<file path="config.mk">
export PLATFORM = sky130hd
export DESIGN_NAME = first_fit_heap_allocator_top
export DESIGN_NICKNAME = d
export VERILOG_FILES = /design/src/ffha_pkg.sv /design/src/first_fit_heap_allocator_top.sv /design/src/ffha_ram.sv /design/src/ffha_slot_pool.sv
export VERILOG_INCLUDE_DIRS = /design/src /design/src/src
export SDC_FILE = /design/constraint.sdc
export NUM_CORES = 2
export LEC_CHECK = 0
export ABC_AREA = 1
export BUFFER_PORTS_ARGS = -buffer_cell sky130_fd_sc_hd__buf_2
export CELL_PAD_IN_SITES_DETAIL_PLACEMENT = 2
export CELL_PAD_IN_SITES_GLOBAL_PLACEMENT = 2
export CORE_MARGIN = 10
export CORE_UTILIZATION = 47
export CTS_CLUSTER_DIAMETER = 80
export DETAILED_ROUTE_END_ITERATION = 8
export PLACE_DENSITY = 0.79
export RECOVER_POWER = 100
export SYNTH_ARGS = -nofsm -noshare
export SYNTH_HDL_FRONTEND = slang
export SYNTH_SLANG_ARGS = --single-unit
</file>
<file path="constraint.sdc">
create_clock -name aclk -period 11.94 [get_ports aclk]
set_clock_uncertainty 0.05 [all_clocks]
set_input_delay 2.388 -clock aclk [delete_from_list [all_inputs] [get_ports aclk]]
set_output_delay 2.388 -clock aclk [all_outputs]
set_load 0.02 [all_outputs]
</file>
<file path="src/first_fit_heap_allocator_top_macros.svh">
// Assertion macros used by the allocator top level.
`ifndef FIRST_FIT_HEAP_ALLOCATOR_TOP_MACROS_SVH
`define FIRST_FIT_HEAP_ALLOCATOR_TOP_MACROS_SVH

`ifndef ASSERT_OFF
// Check a property on aclk, held off while reset is asserted.
`define FFHA_ASSERT(lbl, prop, msg) \
    lbl: assert property (@(posedge aclk) disable iff (!aresetn) prop) else $error(msg);
// Check a property on aclk at every edge, reset included.
`define FFHA_ASSERT_ALWAYS(lbl, prop, msg) \
    lbl: assert property (@(posedge aclk) prop) else $error(msg);
`else
`define FFHA_ASSERT(lbl, prop, msg)
`define FFHA_ASSERT_ALWAYS(lbl, prop, msg)
`endif

`endif

</file>
<file path="src/ffha_pkg.sv">
// Package with widths, status codes and shared types of the allocator.
package ffha_pkg;

    localparam int START_W = 21;
    localparam int SIZE_W  = 22;
    localparam int ARENA_W = 22;
    localparam int STAT_W  = 2;
    localparam int TDATA_IN_W  = 48;
    localparam int TDATA_OUT_W = 48;

    localparam int DEF_MAX_SEGMENTS = 64;
    localparam int DEF_HEADER_BYTES = 16;
    localparam int DEF_ARENA_LIMIT  = 2097152;

    localparam logic [ARENA_W-1:0] ARENA_MIN   = ARENA_W'(64);
    localparam logic [ARENA_W-1:0] ARENA_RESET = ARENA_W'(1048576);
    localparam logic [SIZE_W-1:0]  USED_MAX    = '1;

    localparam logic [STAT_W-1:0] ST_OK       = 2'd0;
    localparam logic [STAT_W-1:0] ST_NOFIT    = 2'd1;
    localparam logic [STAT_W-1:0] ST_BADFREE  = 2'd2;

    localparam logic KIND_ALLOC = 1'b0;
    localparam logic KIND_FREE  = 1'b1;

    // Commands to the slot pool.
    typedef struct packed {
        logic init;
        logic set_en;
        logic clr_en;
    } pool_cmd_t;

endpackage

</file>
<file path="src/first_fit_heap_allocator_top.sv">
// Top level of the first-fit heap allocator: chain walker, segment RAM and result stage.
//
// The allocator keeps an arena as an address-ordered chain of segments held in one
// segment RAM (start, payload size, free flag, next link per entry) with a registered
// read. Each request beat walks the chain from entry 0, in three steps per segment
// visited (check, address, evaluate). An allocate that hits writes the hit entry as
// used, and when the hit segment is split it first writes the split-off remainder; an
// allocate refused because the arena is exhausted skips the walk. A free that matches
// a used segment merges the free segments that follow it, until the merge stops at a
// used segment or the chain end. One request is in work at a time; the next is taken
// in the cycle after the result moves into the output register, and a result held there
// by m_tready low stalls the next request at its output step. After reset, and after
// every cfg_we write of arena_bytes, the S_INIT state rebuilds entry 0 as a single free
// segment, during which no beat is taken.
module first_fit_heap_allocator_top #(
    parameter int MAX_SEGMENTS = ffha_pkg::DEF_MAX_SEGMENTS,
    parameter int HEADER_BYTES = ffha_pkg::DEF_HEADER_BYTES,
    parameter int ARENA_LIMIT  = ffha_pkg::DEF_ARENA_LIMIT
) (
    input  logic                             aclk,
    input  logic                             aresetn,
    // arena_bytes register
    input  logic                             cfg_we,
    input  logic [ffha_pkg::ARENA_W-1:0]     cfg_wdata,
    // request channel
    input  logic                             s_tvalid,
    output logic                             s_tready,
    // [21:0] request_length, [42:22] payload_offset, [47:43] zero
    input  logic [ffha_pkg::TDATA_IN_W-1:0]  s_tdata,
    // [0] kind
    input  logic                             s_tuser,
    // result channel
    output logic                             m_tvalid,
    input  logic                             m_tready,
    // [1:0] status, [22:2] granted_offset, [44:23] used_bytes, [47:45] zero
    output logic [ffha_pkg::TDATA_OUT_W-1:0] m_tdata
);
    import ffha_pkg::*;

    `include "first_fit_heap_allocator_top_macros.svh"

    localparam int IW = $clog2(MAX_SEGMENTS);
    localparam int NW = IW + 1;
    localparam int EW = START_W + SIZE_W + 1 + NW;
    localparam logic [NW-1:0]     END_MARK = NW'(MAX_SEGMENTS);
    localparam logic [SIZE_W-1:0] HDR      = SIZE_W'(HEADER_BYTES);

    typedef enum logic [9:0] {
        S_INIT  = 10'b0000000001,
        S_IDLE  = 10'b0000000010,
        S_CHK   = 10'b0000000100,
        S_RD    = 10'b0000001000,
        S_EVAL  = 10'b0000010000,
        S_WR2   = 10'b0000100000,
        S_MCHK  = 10'b0001000000,
        S_MRD   = 10'b0010000000,
        S_MEVAL = 10'b0100000000,
        S_OUT   = 10'b1000000000
    } state_t;

    state_t               state_reg, state_next;
    logic [NW-1:0]        idx_reg, idx_next;
    logic [NW-1:0]        steps_reg, steps_next;
    logic                 kind_reg, kind_next;
    logic [SIZE_W-1:0]    len_reg, len_next;
    logic [START_W-1:0]   off_reg, off_next;
    logic [IW-1:0]        cur_idx_reg, cur_idx_next;
    logic [START_W-1:0]   cur_start_reg, cur_start_next;
    logic [SIZE_W-1:0]    cur_size_reg, cur_size_next;
    logic [NW-1:0]        cur_next_reg, cur_next_next;
    logic [IW-1:0]        slot_reg, slot_next;
    logic [SIZE_W-1:0]    used_reg, used_next;
    logic [ARENA_W-1:0]   arena_reg, arena_next;
    logic                 m_valid_reg, m_valid_next;
    logic [STAT_W-1:0]    res_status_reg, res_status_next;
    logic [START_W-1:0]   res_grant_reg, res_grant_next;
    logic [SIZE_W-1:0]    res_used_reg, res_used_next;
    logic [STAT_W-1:0]    m_status_reg, m_status_next;
    logic [START_W-1:0]   m_grant_reg, m_grant_next;

    logic                 ram_we;
    logic [IW-1:0]        ram_waddr;
    logic [EW-1:0]        ram_wdata;
    logic [EW-1:0]        ram_rdata;
    logic [START_W-1:0]   rd_start;
    logic [SIZE_W-1:0]    rd_size;
    logic                 rd_free;
    logic [NW-1:0]        rd_next;

    pool_cmd_t            pool_cmd;
    logic [IW-1:0]        pool_clr_idx;
    logic [IW-1:0]        free_idx;
    logic                 free_valid;

    logic [SIZE_W-1:0]    rem;
    logic                 fits;
    logic                 split;
    logic [SIZE_W-1:0]    grant_size;
    logic [SIZE_W+1:0]    add_sum;
    logic [SIZE_W:0]      sub_amt;
    logic [SIZE_W:0]      payload_pos;
    logic [SIZE_W+1:0]    split_start;
    logic [31:0]          cfg_wide;
    logic [ARENA_W-1:0]   cfg_clamped;

    assign {rd_start, rd_size, rd_free, rd_next} = ram_rdata;

    ffha_ram #(
        .WIDTH (EW),
        .DEPTH (MAX_SEGMENTS)
    ) u_seg_ram (
        .aclk  (aclk),
        .we    (ram_we),
        .waddr (ram_waddr),
        .wdata (ram_wdata),
        .raddr (idx_reg[IW-1:0]),
        .rdata (ram_rdata)
    );

    ffha_slot_pool #(
        .MAX_SEGMENTS (MAX_SEGMENTS)
    ) u_slot_pool (
        .aclk       (aclk),
        .aresetn    (aresetn),
        .cmd        (pool_cmd),
        .set_idx    (free_idx),
        .clr_idx    (pool_clr_idx),
        .free_idx   (free_idx),
        .free_valid (free_valid)
    );

    assign pool_clr_idx = idx_reg[IW-1:0];

    // Datapath terms of the segment just read.
    assign fits        = rd_free && (rd_size >= len_reg);
    assign rem         = rd_size - len_reg;
    assign split       = (rem > HDR) && free_valid;
    assign grant_size  = split ? len_reg : rd_size;
    assign add_sum     = {2'b00, used_reg} + {2'b00, grant_size} + {2'b00, HDR};
    assign sub_amt     = {1'b0, rd_size} + {1'b0, HDR};
    assign payload_pos = {2'b00, rd_start} + {1'b0, HDR};
    assign split_start = {3'b000, rd_start} + {2'b00, HDR} + {2'b00, len_reg};

    // Clamp the written arena size into its legal range.
    assign cfg_wide    = 32'(cfg_wdata);
    assign cfg_clamped = (cfg_wdata < ARENA_MIN) ? ARENA_MIN :
                         (cfg_wide > 32'(ARENA_LIMIT)) ? ARENA_W'(ARENA_LIMIT) : cfg_wdata;

    assign s_tready = (state_reg == S_IDLE);
    assign m_tvalid = m_valid_reg;
    // Drive the beat from the output register so it holds while m_tready is low.
    assign m_tdata  = {3'b000, res_used_reg, m_grant_reg, m_status_reg};

    always_comb begin
        state_next      = state_reg;
        idx_next        = idx_reg;
        steps_next      = steps_reg;
        kind_next       = kind_reg;
        len_next        = len_reg;
        off_next        = off_reg;
        cur_idx_next    = cur_idx_reg;
        cur_start_next  = cur_start_reg;
        cur_size_next   = cur_size_reg;
        cur_next_next   = cur_next_reg;
        slot_next       = slot_reg;
        used_next       = used_reg;
        arena_next      = arena_reg;
        res_status_next = res_status_reg;
        res_grant_next  = res_grant_reg;
        res_used_next   = res_used_reg;
        m_status_next   = m_status_reg;
        m_grant_next    = m_grant_reg;
        m_valid_next    = m_valid_reg && !m_tready;
        ram_we          = 1'b0;
        ram_waddr       = '0;
        ram_wdata       = '0;
        pool_cmd        = '0;

        case (state_reg)
            S_INIT: begin
                // Rebuild the chain as one free segment.
                ram_we        = 1'b1;
                ram_waddr     = '0;
                ram_wdata     = {{START_W{1'b0}},
                                 (arena_reg > HDR) ? arena_reg - HDR : {SIZE_W{1'b0}},
                                 1'b1, END_MARK};
                pool_cmd.init = 1'b1;
                used_next     = HDR;
                state_next    = S_IDLE;
            end
            S_IDLE: begin
                if (s_tvalid) begin
                    kind_next      = s_tuser;
                    len_next       = s_tdata[SIZE_W-1:0];
                    off_next       = s_tdata[SIZE_W +: START_W];
                    idx_next       = '0;
                    steps_next     = '0;
                    res_grant_next = '0;
                    if (s_tuser == KIND_ALLOC && used_reg >= arena_reg) begin
                        res_status_next = ST_NOFIT;
                        state_next      = S_OUT;
                    end else begin
                        state_next = S_CHK;
                    end
                end
            end
            S_CHK: begin
                if (steps_reg < END_MARK && idx_reg < END_MARK) begin
                    state_next = S_RD;
                end else begin
                    res_status_next = (kind_reg == KIND_ALLOC) ? ST_NOFIT : ST_BADFREE;
                    state_next      = S_OUT;
                end
            end
            S_RD: begin
                state_next = S_EVAL;
            end
            S_EVAL: begin
                cur_idx_next   = idx_reg[IW-1:0];
                cur_start_next = rd_start;
                cur_size_next  = rd_size;
                cur_next_next  = rd_next;
                if (kind_reg == KIND_ALLOC) begin
                    if (fits) begin
                        used_next       = (add_sum > {2'b00, USED_MAX}) ?
                                          USED_MAX : add_sum[SIZE_W-1:0];
                        res_status_next = ST_OK;
                        res_grant_next  = payload_pos[START_W-1:0];
                        if (split) begin
                            // Write the split-off remainder now, the hit entry next.
                            ram_we          = 1'b1;
                            ram_waddr       = free_idx;
                            ram_wdata       = {split_start[START_W-1:0], rem - HDR,
                                               1'b1, rd_next};
                            pool_cmd.set_en = 1'b1;
                            slot_next       = free_idx;
                            state_next      = S_WR2;
                        end else begin
                            ram_we     = 1'b1;
                            ram_waddr  = idx_reg[IW-1:0];
                            ram_wdata  = {rd_start, rd_size, 1'b0, rd_next};
                            state_next = S_OUT;
                        end
                    end else begin
                        idx_next   = rd_next;
                        steps_next = steps_reg + 1'b1;
                        state_next = S_CHK;
                    end
                end else begin
                    if (payload_pos == {2'b00, off_reg}) begin
                        if (rd_free) begin
                            res_status_next = ST_BADFREE;
                            state_next      = S_OUT;
                        end else begin
                            used_next       = ({1'b0, used_reg} > sub_amt) ?
                                              used_reg - sub_amt[SIZE_W-1:0] : '0;
                            res_status_next = ST_OK;
                            steps_next      = '0;
                            state_next      = S_MCHK;
                        end
                    end else begin
                        idx_next   = rd_next;
                        steps_next = steps_reg + 1'b1;
                        state_next = S_CHK;
                    end
                end
            end
            S_WR2: begin
                ram_we     = 1'b1;
                ram_waddr  = cur_idx_reg;
                ram_wdata  = {cur_start_reg, len_reg, 1'b0, {1'b0, slot_reg}};
                state_next = S_OUT;
            end
            S_MCHK: begin
                if (steps_reg < END_MARK && cur_next_reg < END_MARK) begin
                    idx_next   = cur_next_reg;
                    state_next = S_MRD;
                end else begin
                    // Write back the freed, merged segment.
                    ram_we     = 1'b1;
                    ram_waddr  = cur_idx_reg;
                    ram_wdata  = {cur_start_reg, cur_size_reg, 1'b1, cur_next_reg};
                    state_next = S_OUT;
                end
            end
            S_MRD: begin
                state_next = S_MEVAL;
            end
            S_MEVAL: begin
                if (rd_free) begin
                    // Absorb the follower and drop its slot.
                    cur_size_next   = cur_size_reg + rd_size + HDR;
                    cur_next_next   = rd_next;
                    pool_cmd.clr_en = 1'b1;
                    steps_next      = steps_reg + 1'b1;
                    state_next      = S_MCHK;
                end else begin
                    ram_we     = 1'b1;
                    ram_waddr  = cur_idx_reg;
                    ram_wdata  = {cur_start_reg, cur_size_reg, 1'b1, cur_next_reg};
                    state_next = S_OUT;
                end
            end
            S_OUT: begin
                if (!m_valid_reg || m_tready) begin
                    m_valid_next  = 1'b1;
                    res_used_next = used_reg;
                    m_status_next = res_status_reg;
                    m_grant_next  = res_grant_reg;
                    state_next    = S_IDLE;
                end
            end
            default: begin
                state_next = S_INIT;
            end
        endcase

        if (cfg_we) begin
            arena_next = cfg_clamped;
            state_next = S_INIT;
        end
    end

    always_ff @(posedge aclk) begin
        if (!aresetn) begin
            state_reg   <= S_INIT;
            m_valid_reg <= 1'b0;
            arena_reg   <= ARENA_RESET;
            used_reg    <= HDR;
        end else begin
            state_reg   <= state_next;
            m_valid_reg <= m_valid_next;
            arena_reg   <= arena_next;
            used_reg    <= used_next;
        end
    end

    always_ff @(posedge aclk) begin
        idx_reg        <= idx_next;
        steps_reg      <= steps_next;
        kind_reg       <= kind_next;
        len_reg        <= len_next;
        off_reg        <= off_next;
        cur_idx_reg    <= cur_idx_next;
        cur_start_reg  <= cur_start_next;
        cur_size_reg   <= cur_size_next;
        cur_next_reg   <= cur_next_next;
        slot_reg       <= slot_next;
        res_status_reg <= res_status_next;
        res_grant_reg  <= res_grant_next;
        res_used_reg   <= res_used_next;
        m_status_reg   <= m_status_next;
        m_grant_reg    <= m_grant_next;
    end

    `FFHA_ASSERT(a_walk_in_range, (state_reg == S_RD || state_reg == S_MRD) |-> (idx_reg < END_MARK), "chain walk reads beyond the segment table")
    `FFHA_ASSERT(a_wr2_follows_split, (state_reg == S_WR2) |-> ($past(state_reg) == S_EVAL), "second split write without a split")
    `FFHA_ASSERT(a_fail_no_grant, (m_tvalid && m_tdata[1:0] != ST_OK) |-> (m_tdata[22:2] == '0), "failed request carries a granted offset")
endmodule

</file>
<file path="src/ffha_ram.sv">
// Generic single-write, single-read RAM with registered read data.
module ffha_ram #(
    parameter int WIDTH = 8,
    parameter int DEPTH = 64
) (
    input  logic                     aclk,
    input  logic                     we,
    input  logic [$clog2(DEPTH)-1:0] waddr,
    input  logic [WIDTH-1:0]         wdata,
    input  logic [$clog2(DEPTH)-1:0] raddr,
    output logic [WIDTH-1:0]         rdata
);
    logic [WIDTH-1:0] mem [DEPTH];
    logic [WIDTH-1:0] rdata_reg;

    always_ff @(posedge aclk) begin
        if (we) begin
            mem[waddr] <= wdata;
        end
        rdata_reg <= mem[raddr];
    end

    assign rdata = rdata_reg;
endmodule

</file>
<file path="src/ffha_slot_pool.sv">
// Occupancy bits of the segment slots and first-free-slot search.
module ffha_slot_pool #(
    parameter int MAX_SEGMENTS = ffha_pkg::DEF_MAX_SEGMENTS
) (
    input  logic                            aclk,
    input  logic                            aresetn,
    input  ffha_pkg::pool_cmd_t             cmd,
    input  logic [$clog2(MAX_SEGMENTS)-1:0] set_idx,
    input  logic [$clog2(MAX_SEGMENTS)-1:0] clr_idx,
    output logic [$clog2(MAX_SEGMENTS)-1:0] free_idx,
    output logic                            free_valid
);
    import ffha_pkg::*;

    localparam int IW = $clog2(MAX_SEGMENTS);

    logic [MAX_SEGMENTS-1:0] occ_reg;
    logic [MAX_SEGMENTS-1:0] occ_next;
    logic [MAX_SEGMENTS-1:0] only_first;

    assign only_first = {{(MAX_SEGMENTS-1){1'b0}}, 1'b1};

    always_comb begin
        occ_next = occ_reg;
        if (cmd.init) begin
            occ_next = only_first;
        end else begin
            if (cmd.set_en) occ_next[set_idx] = 1'b1;
            if (cmd.clr_en) occ_next[clr_idx] = 1'b0;
        end
    end

    always_ff @(posedge aclk) begin
        if (!aresetn) begin
            occ_reg <= only_first;
        end else begin
            occ_reg <= occ_next;
        end
    end

    // Lowest clear bit wins.
    always_comb begin
        free_idx   = '0;
        free_valid = 1'b0;
        for (int i = MAX_SEGMENTS - 1; i >= 0; i--) begin
            if (!occ_reg[i]) begin
                free_idx   = IW'(i);
                free_valid = 1'b1;
            end
        end
    end
endmodule

</file>
==> results of run 1 <==
Yosys cell counts, drive strengths merged (4+ instances only):
library cell	count
nand3	133
clkinv	12
o22ai	28
o31ai	62
nor3	69
xnor2	54
nand4	470
a21oi	212
a22oi	467
a221oi	437
nand2	1648
clkbuf	365
xor2	103
a211oi	10
dfxtp	170
fa	5
a21o	7
o211ai	33
inv	400
or4	6
a2111o	11
a22o	349
a31oi	32
o21ai	173
ha	196
nor3b	4
nor4	28
o221ai	13
nor2	352
or2	21
o21bai	20
buf	107
a221o	10
edfxtp	3452
o2111ai	4
kinds of logic after synthesis:
logic type | Yosys count | share of synthesized area [%]
xor+xnor | 157 | 0.989
other cells | 1 | 0.00267
fa+ha+maj | 201 | 1.82
compound gates | 1883 | 10.1
flops | 3622 | 76.1
simple gates | 2736 | 8.54
buf+inv | 884 | 2.38
per-stage QoR:
step	util (%)	area [um2]	std cells	hold slack, ns	setup slack (ns)
3_3_place_gp	49.6	148000	13300	0.353	1.68
2_1_floorplan	-	141000	9486	0.350	3.41
3_5_place_dp	49.6	148000	13300	0.361	1.30
==> flow_metrics.py, run 1 <==
metrics = {
    "logic_synthesis": {
        "synth_cell_type_count": 67,
        "synthCells": 9484,
        "syn_area_per_cell_um2": 14.8,
        "synth_top_area_cell": "edfxtp_1",
        "synth-edff-count": 3452,
        "dominantRegCellSynth": "edfxtp_1",
        "async_flop_share_pct": 0,
        "yosysTopAreaCellShare_pct": 73.7,
        "synth-warning-count": 0,
        "ys_seq_area_share_pct": 76.1,
        "synth_area_leaders": "edfxtp_1, nand2_1, a221oi_1, a22oi_1, dfxtp_1",
        "synth-seq-cells": 3622,
        "syn_area_um2": 141000,
    },
    "floorplan": {
        "start_util_pct": 47.3,
        "die_height_um": 567,
        "ios": 126,
        "rows": 200,
        "die_w_um": 567,
    },
    "clock_network": {
        "postCtsSetupBuffers": 0,
        "h-tree-depth": 5,
        "root_buffer": "clkbuf_16",
        "clock_path_buffers": 4,
        "cts_resized": 0,
        "cts_inserted_buffers": 382,
        "cts_hold_buf": 0,
        "clkSinkCount": 3622,
    },
    "place": {
        "dpl.hpwl_mm": 405,
        "port_buffers": 117,
        "place.gp.congestion": 0.862,
    },
    "outcome": {
        "status": "stopped before the end",
        "tool.error": "[ERROR DPL-0033] detailed placement checks failed during check placement.",
        "failing_step": "clock tree synthesis (4_1_cts)",
    },
}
==> run 2, diff against run 1 <==
Settings changed: CELL_PAD_IN_SITES_DETAIL_PLACEMENT 2 to not set, CELL_PAD_IN_SITES_GLOBAL_PLACEMENT 2 to not set, CORE_UTILIZATION 47 to 40, CTS_CLUSTER_DIAMETER 80 to not set, PLACE_DENSITY 0.79 to not set, PLACE_DENSITY_LB_ADDON set to 0.15.
==> run 2 against run 1 <==
The flow now finishes, with violations (max-capacitance violations, max-slew violations). Synthesized cell count unchanged. Synthesized area unchanged.
==> flow_metrics.py, run 2 <==
metrics = {
    "place": {
        "place_area_um2": 148000,
        "place.gp.congestion": 0.875,
        "placed_cells": 14000,
        "port_buffers": 117,
        "dpl.hpwl_mm": 270,
        "pre_cts_slack_ns": 1.78,
    },
    "logic_synthesis": {
        "async_flop_share_pct": 0,
        "yosys-top-cells-count": "edfxtp_1, nand2_1, nand4_1",
        "synth_cell_type_count": 67,
        "yosysTopAreaCellShare_pct": 73.7,
        "synth-edff-count": 3452,
        "syn_area_per_cell_um2": 14.8,
        "dominantRegCellSynth": "edfxtp_1",
        "synth_top_area_cell": "edfxtp_1",
        "synthCells": 9484,
        "syn_area_um2": 141000,
        "synth-warning-count": 0,
        "ys_seq_area_share_pct": 76.1,
        "synth-seq-cells": 3622,
        "yosysMostFrequentCell": "edfxtp_1",
        "synth_area_leaders": "edfxtp_1, nand2_1, a221oi_1, a22oi_1, dfxtp_1",
    },
    "clock_network": {
        "postCtsSetupBuffers": 0,
        "clk_pin_slew_ns": 0.06,
        "clock_path_buffers": 4,
        "h-tree-depth": 5,
        "clkSinkCount": 3622,
        "root_buffer": "clkbuf_16",
        "clock_latency_ns": 0.96,
        "cts_resized": 0,
        "cts_inserted_buffers": 377,
        "cts_tree": "built",
        "cts_hold_buf": 0,
    },
    "power_and_ir_drop": {
        "clkPwrFrac_pct": 44.4,
        "comb_power_share_pct": 3.0,
        "p_leak_nw": 56.7,
        "power_frac_seq_pct": 52.7,
        "switching_share_pct": 21.3,
        "power_density_nw_per_um2": 167,
        "ir_drop_mv": 0.140,
        "switchingPower_mw": 5.70,
        "internal_power_mw": 21.1,
    },
    "floorplan": {
        "rows": 217,
        "die_w_um": 613,
        "start_util_pct": 40.2,
        "ios": 126,
        "die_area_um2": 376000,
        "die_height_um": 613,
        "core_um2": 350000,
    },
    "routing": {
        "vias": 88000,
        "via_per_inst": 5.99,
        "wirelength_mm": 472,
        "drc_errors": 0,
        "firstDrtPassIters": 5,
        "detail-route-antenna-nets": 0,
        "first_iter_violations": 10700,
        "wl_per_cell_um": 32.1,
    },
    "global_routing": {
        "grt_usage_pct": 24.2,
        "antenna_found_initial": 42,
        "grt_pass1_vias": 85100,
        "grt_pass1_wl_mm": 658,
        "grt-ovfl-total": 0,
        "grt_max_degree": 92,
    },
    "timing": {
        "worst_slack_ns": 0.706,
        "period_share_pct": 94.1,
        "slew_headroom_pct": -258,
        "grt_setup_unrepaired": "no",
        "tightest_slew_ns": 5.37,
        "setup_viol": 0,
        "finalCriticalPeriod_ns": 11.23,
        "hold_slack_ns": 0.354,
        "hold_viol": 0,
        "fin_setup_tns_ns": 0,
        "maxClockFrequency_mhz": 89.0,
        "drv_slew": 4833,
    },
    "cells_and_area": {
        "fillers": 30600,
        "final_cell_mix": "edfxtp_1, nand2_1, nand4_1",
        "synthToLayoutAreaGrowth_pct": 13.8,
        "drive_above_1_share_pct": 8.96,
        "mostFrequentLayoutCell": "edfxtp_1",
        "fin_cells": 14700,
        "fin_nets": 10000,
        "largest_register_ff_count": 3264,
        "design_area_um2": 160000,
    },
    "worst_setup_path": {
        "cp_data_arrival_time_ns": 11.74,
        "critPathCapture": "u_seg_ram.mem[29][38]",
        "crit_path_end_kind": "register",
        "start_kind": "register",
        "worstPathMaxFanout": 35,
        "cp.required_ns": 12.44,
        "crit_start": "state_reg[0]",
        "reg2reg_depth": 18,
        "rr_startpoint": "state_reg[0]",
        "rr_endpoint": "u_seg_ram.mem[29][38]",
        "r2r_slack_ns": 0.71,
        "path_class": "reg2reg",
    },
    "worst_hold_path": {
        "hold_depth": 0,
        "hold_class": "reg2reg",
    },
    "outcome": {
        "violations": "max-capacitance violations, max-slew violations",
        "status": "finished with violations",
    },
    "job": {
        "cap_violations": 91,
    },
}
## run 2: cell counts after synthesis
No cell type changed its count.
## run 2: worst min path at each step
stage                                  to  slack (ns)         startpoint
after floorplan            m_grant_reg[0]        0.35   res_grant_reg[0]
final                      m_grant_reg[2]        0.35   res_grant_reg[2]
after CTS                  m_grant_reg[2]        0.35   res_grant_reg[2]
after global routing       m_grant_reg[2]        0.36   res_grant_reg[2]
after detailed placement  m_grant_reg[14]        0.36  res_grant_reg[14]
after global placement    m_grant_reg[11]        0.36  res_grant_reg[11]
## run 2: cell families after synthesis
group	synth area share (%)
other	0.00267
and+or+nand+nor	8.54
buffers and inverters	2.38
xor gates and xnor gates	0.989
AOI/OAI and AO/OA	10.1
DFF	76.1
adders and majority gates	1.82
## run 2: layer usage
layer,wire (um),track usage [%],up-vias
li1,-,-,37500
met1,197000,34.0,45600
met2,220000,39.0,4280
met3,41000,4.31,677
met4,13800,6.49,6
met5,41,0,-
## run 2: stage by stage
| step | power (mW) | util, % |
|---|---|---|
| floorplan | 14.8 | - |
| global placement | 15.1 | 42.4 |
| detailed placement | 15.1 | 42.4 |
| CTS | 26.9 | 46.0 |
| global route | 27.5 | 45.7 |
| finish | 26.8 | 45.7 |
## run 2: power by group through the flow
stage,sequential (mW),clock [mW],combinational [mW]
5_1_grt,14.1,12.5,0.864
3_5_place_dp,14.3,0,0.812
3_3_place_gp,14.3,0,0.797
2_1_floorplan,14.3,0,0.433
6_report,14.1,11.9,0.798
4_1_cts,14.1,12.0,0.814
## run 2: layout make-up
class	instances	area [um2]	area share (%)
well taps	4599	5750	3.60
repair buffers	377	2290	1.43
diodes	10	25.0	0.0156
clock inverters	219	2250	1.41
multi-input cells	4980	30800	19.3
clock buffers	484	10200	6.36
inverters	412	1550	0.968
flip-flops and latches	3622	107000	66.9
## run 2: critical path, cell delays in order (launching register included)
cell	delay (ns)
dfxtp_1	0.31
nor2_1	0.14
inv_1	0.07
nor2_1	0.16
inv_1	0.11
nor2_1	2.08
clkinv_1	0.25
clkbuf_1	0.88
nor2_1	1.16
inv_1	0.56
nor2_1	0.29
nand2_1	0.16
clkbuf_1	0.66
o21ai_0	0.69
inv_1	0.21
nand2_1	0.19
nand2_1	0.63
nor2_4	1.14
clkbuf_2	0.98
No activity file was read; power rests on OpenSTA's default activity.
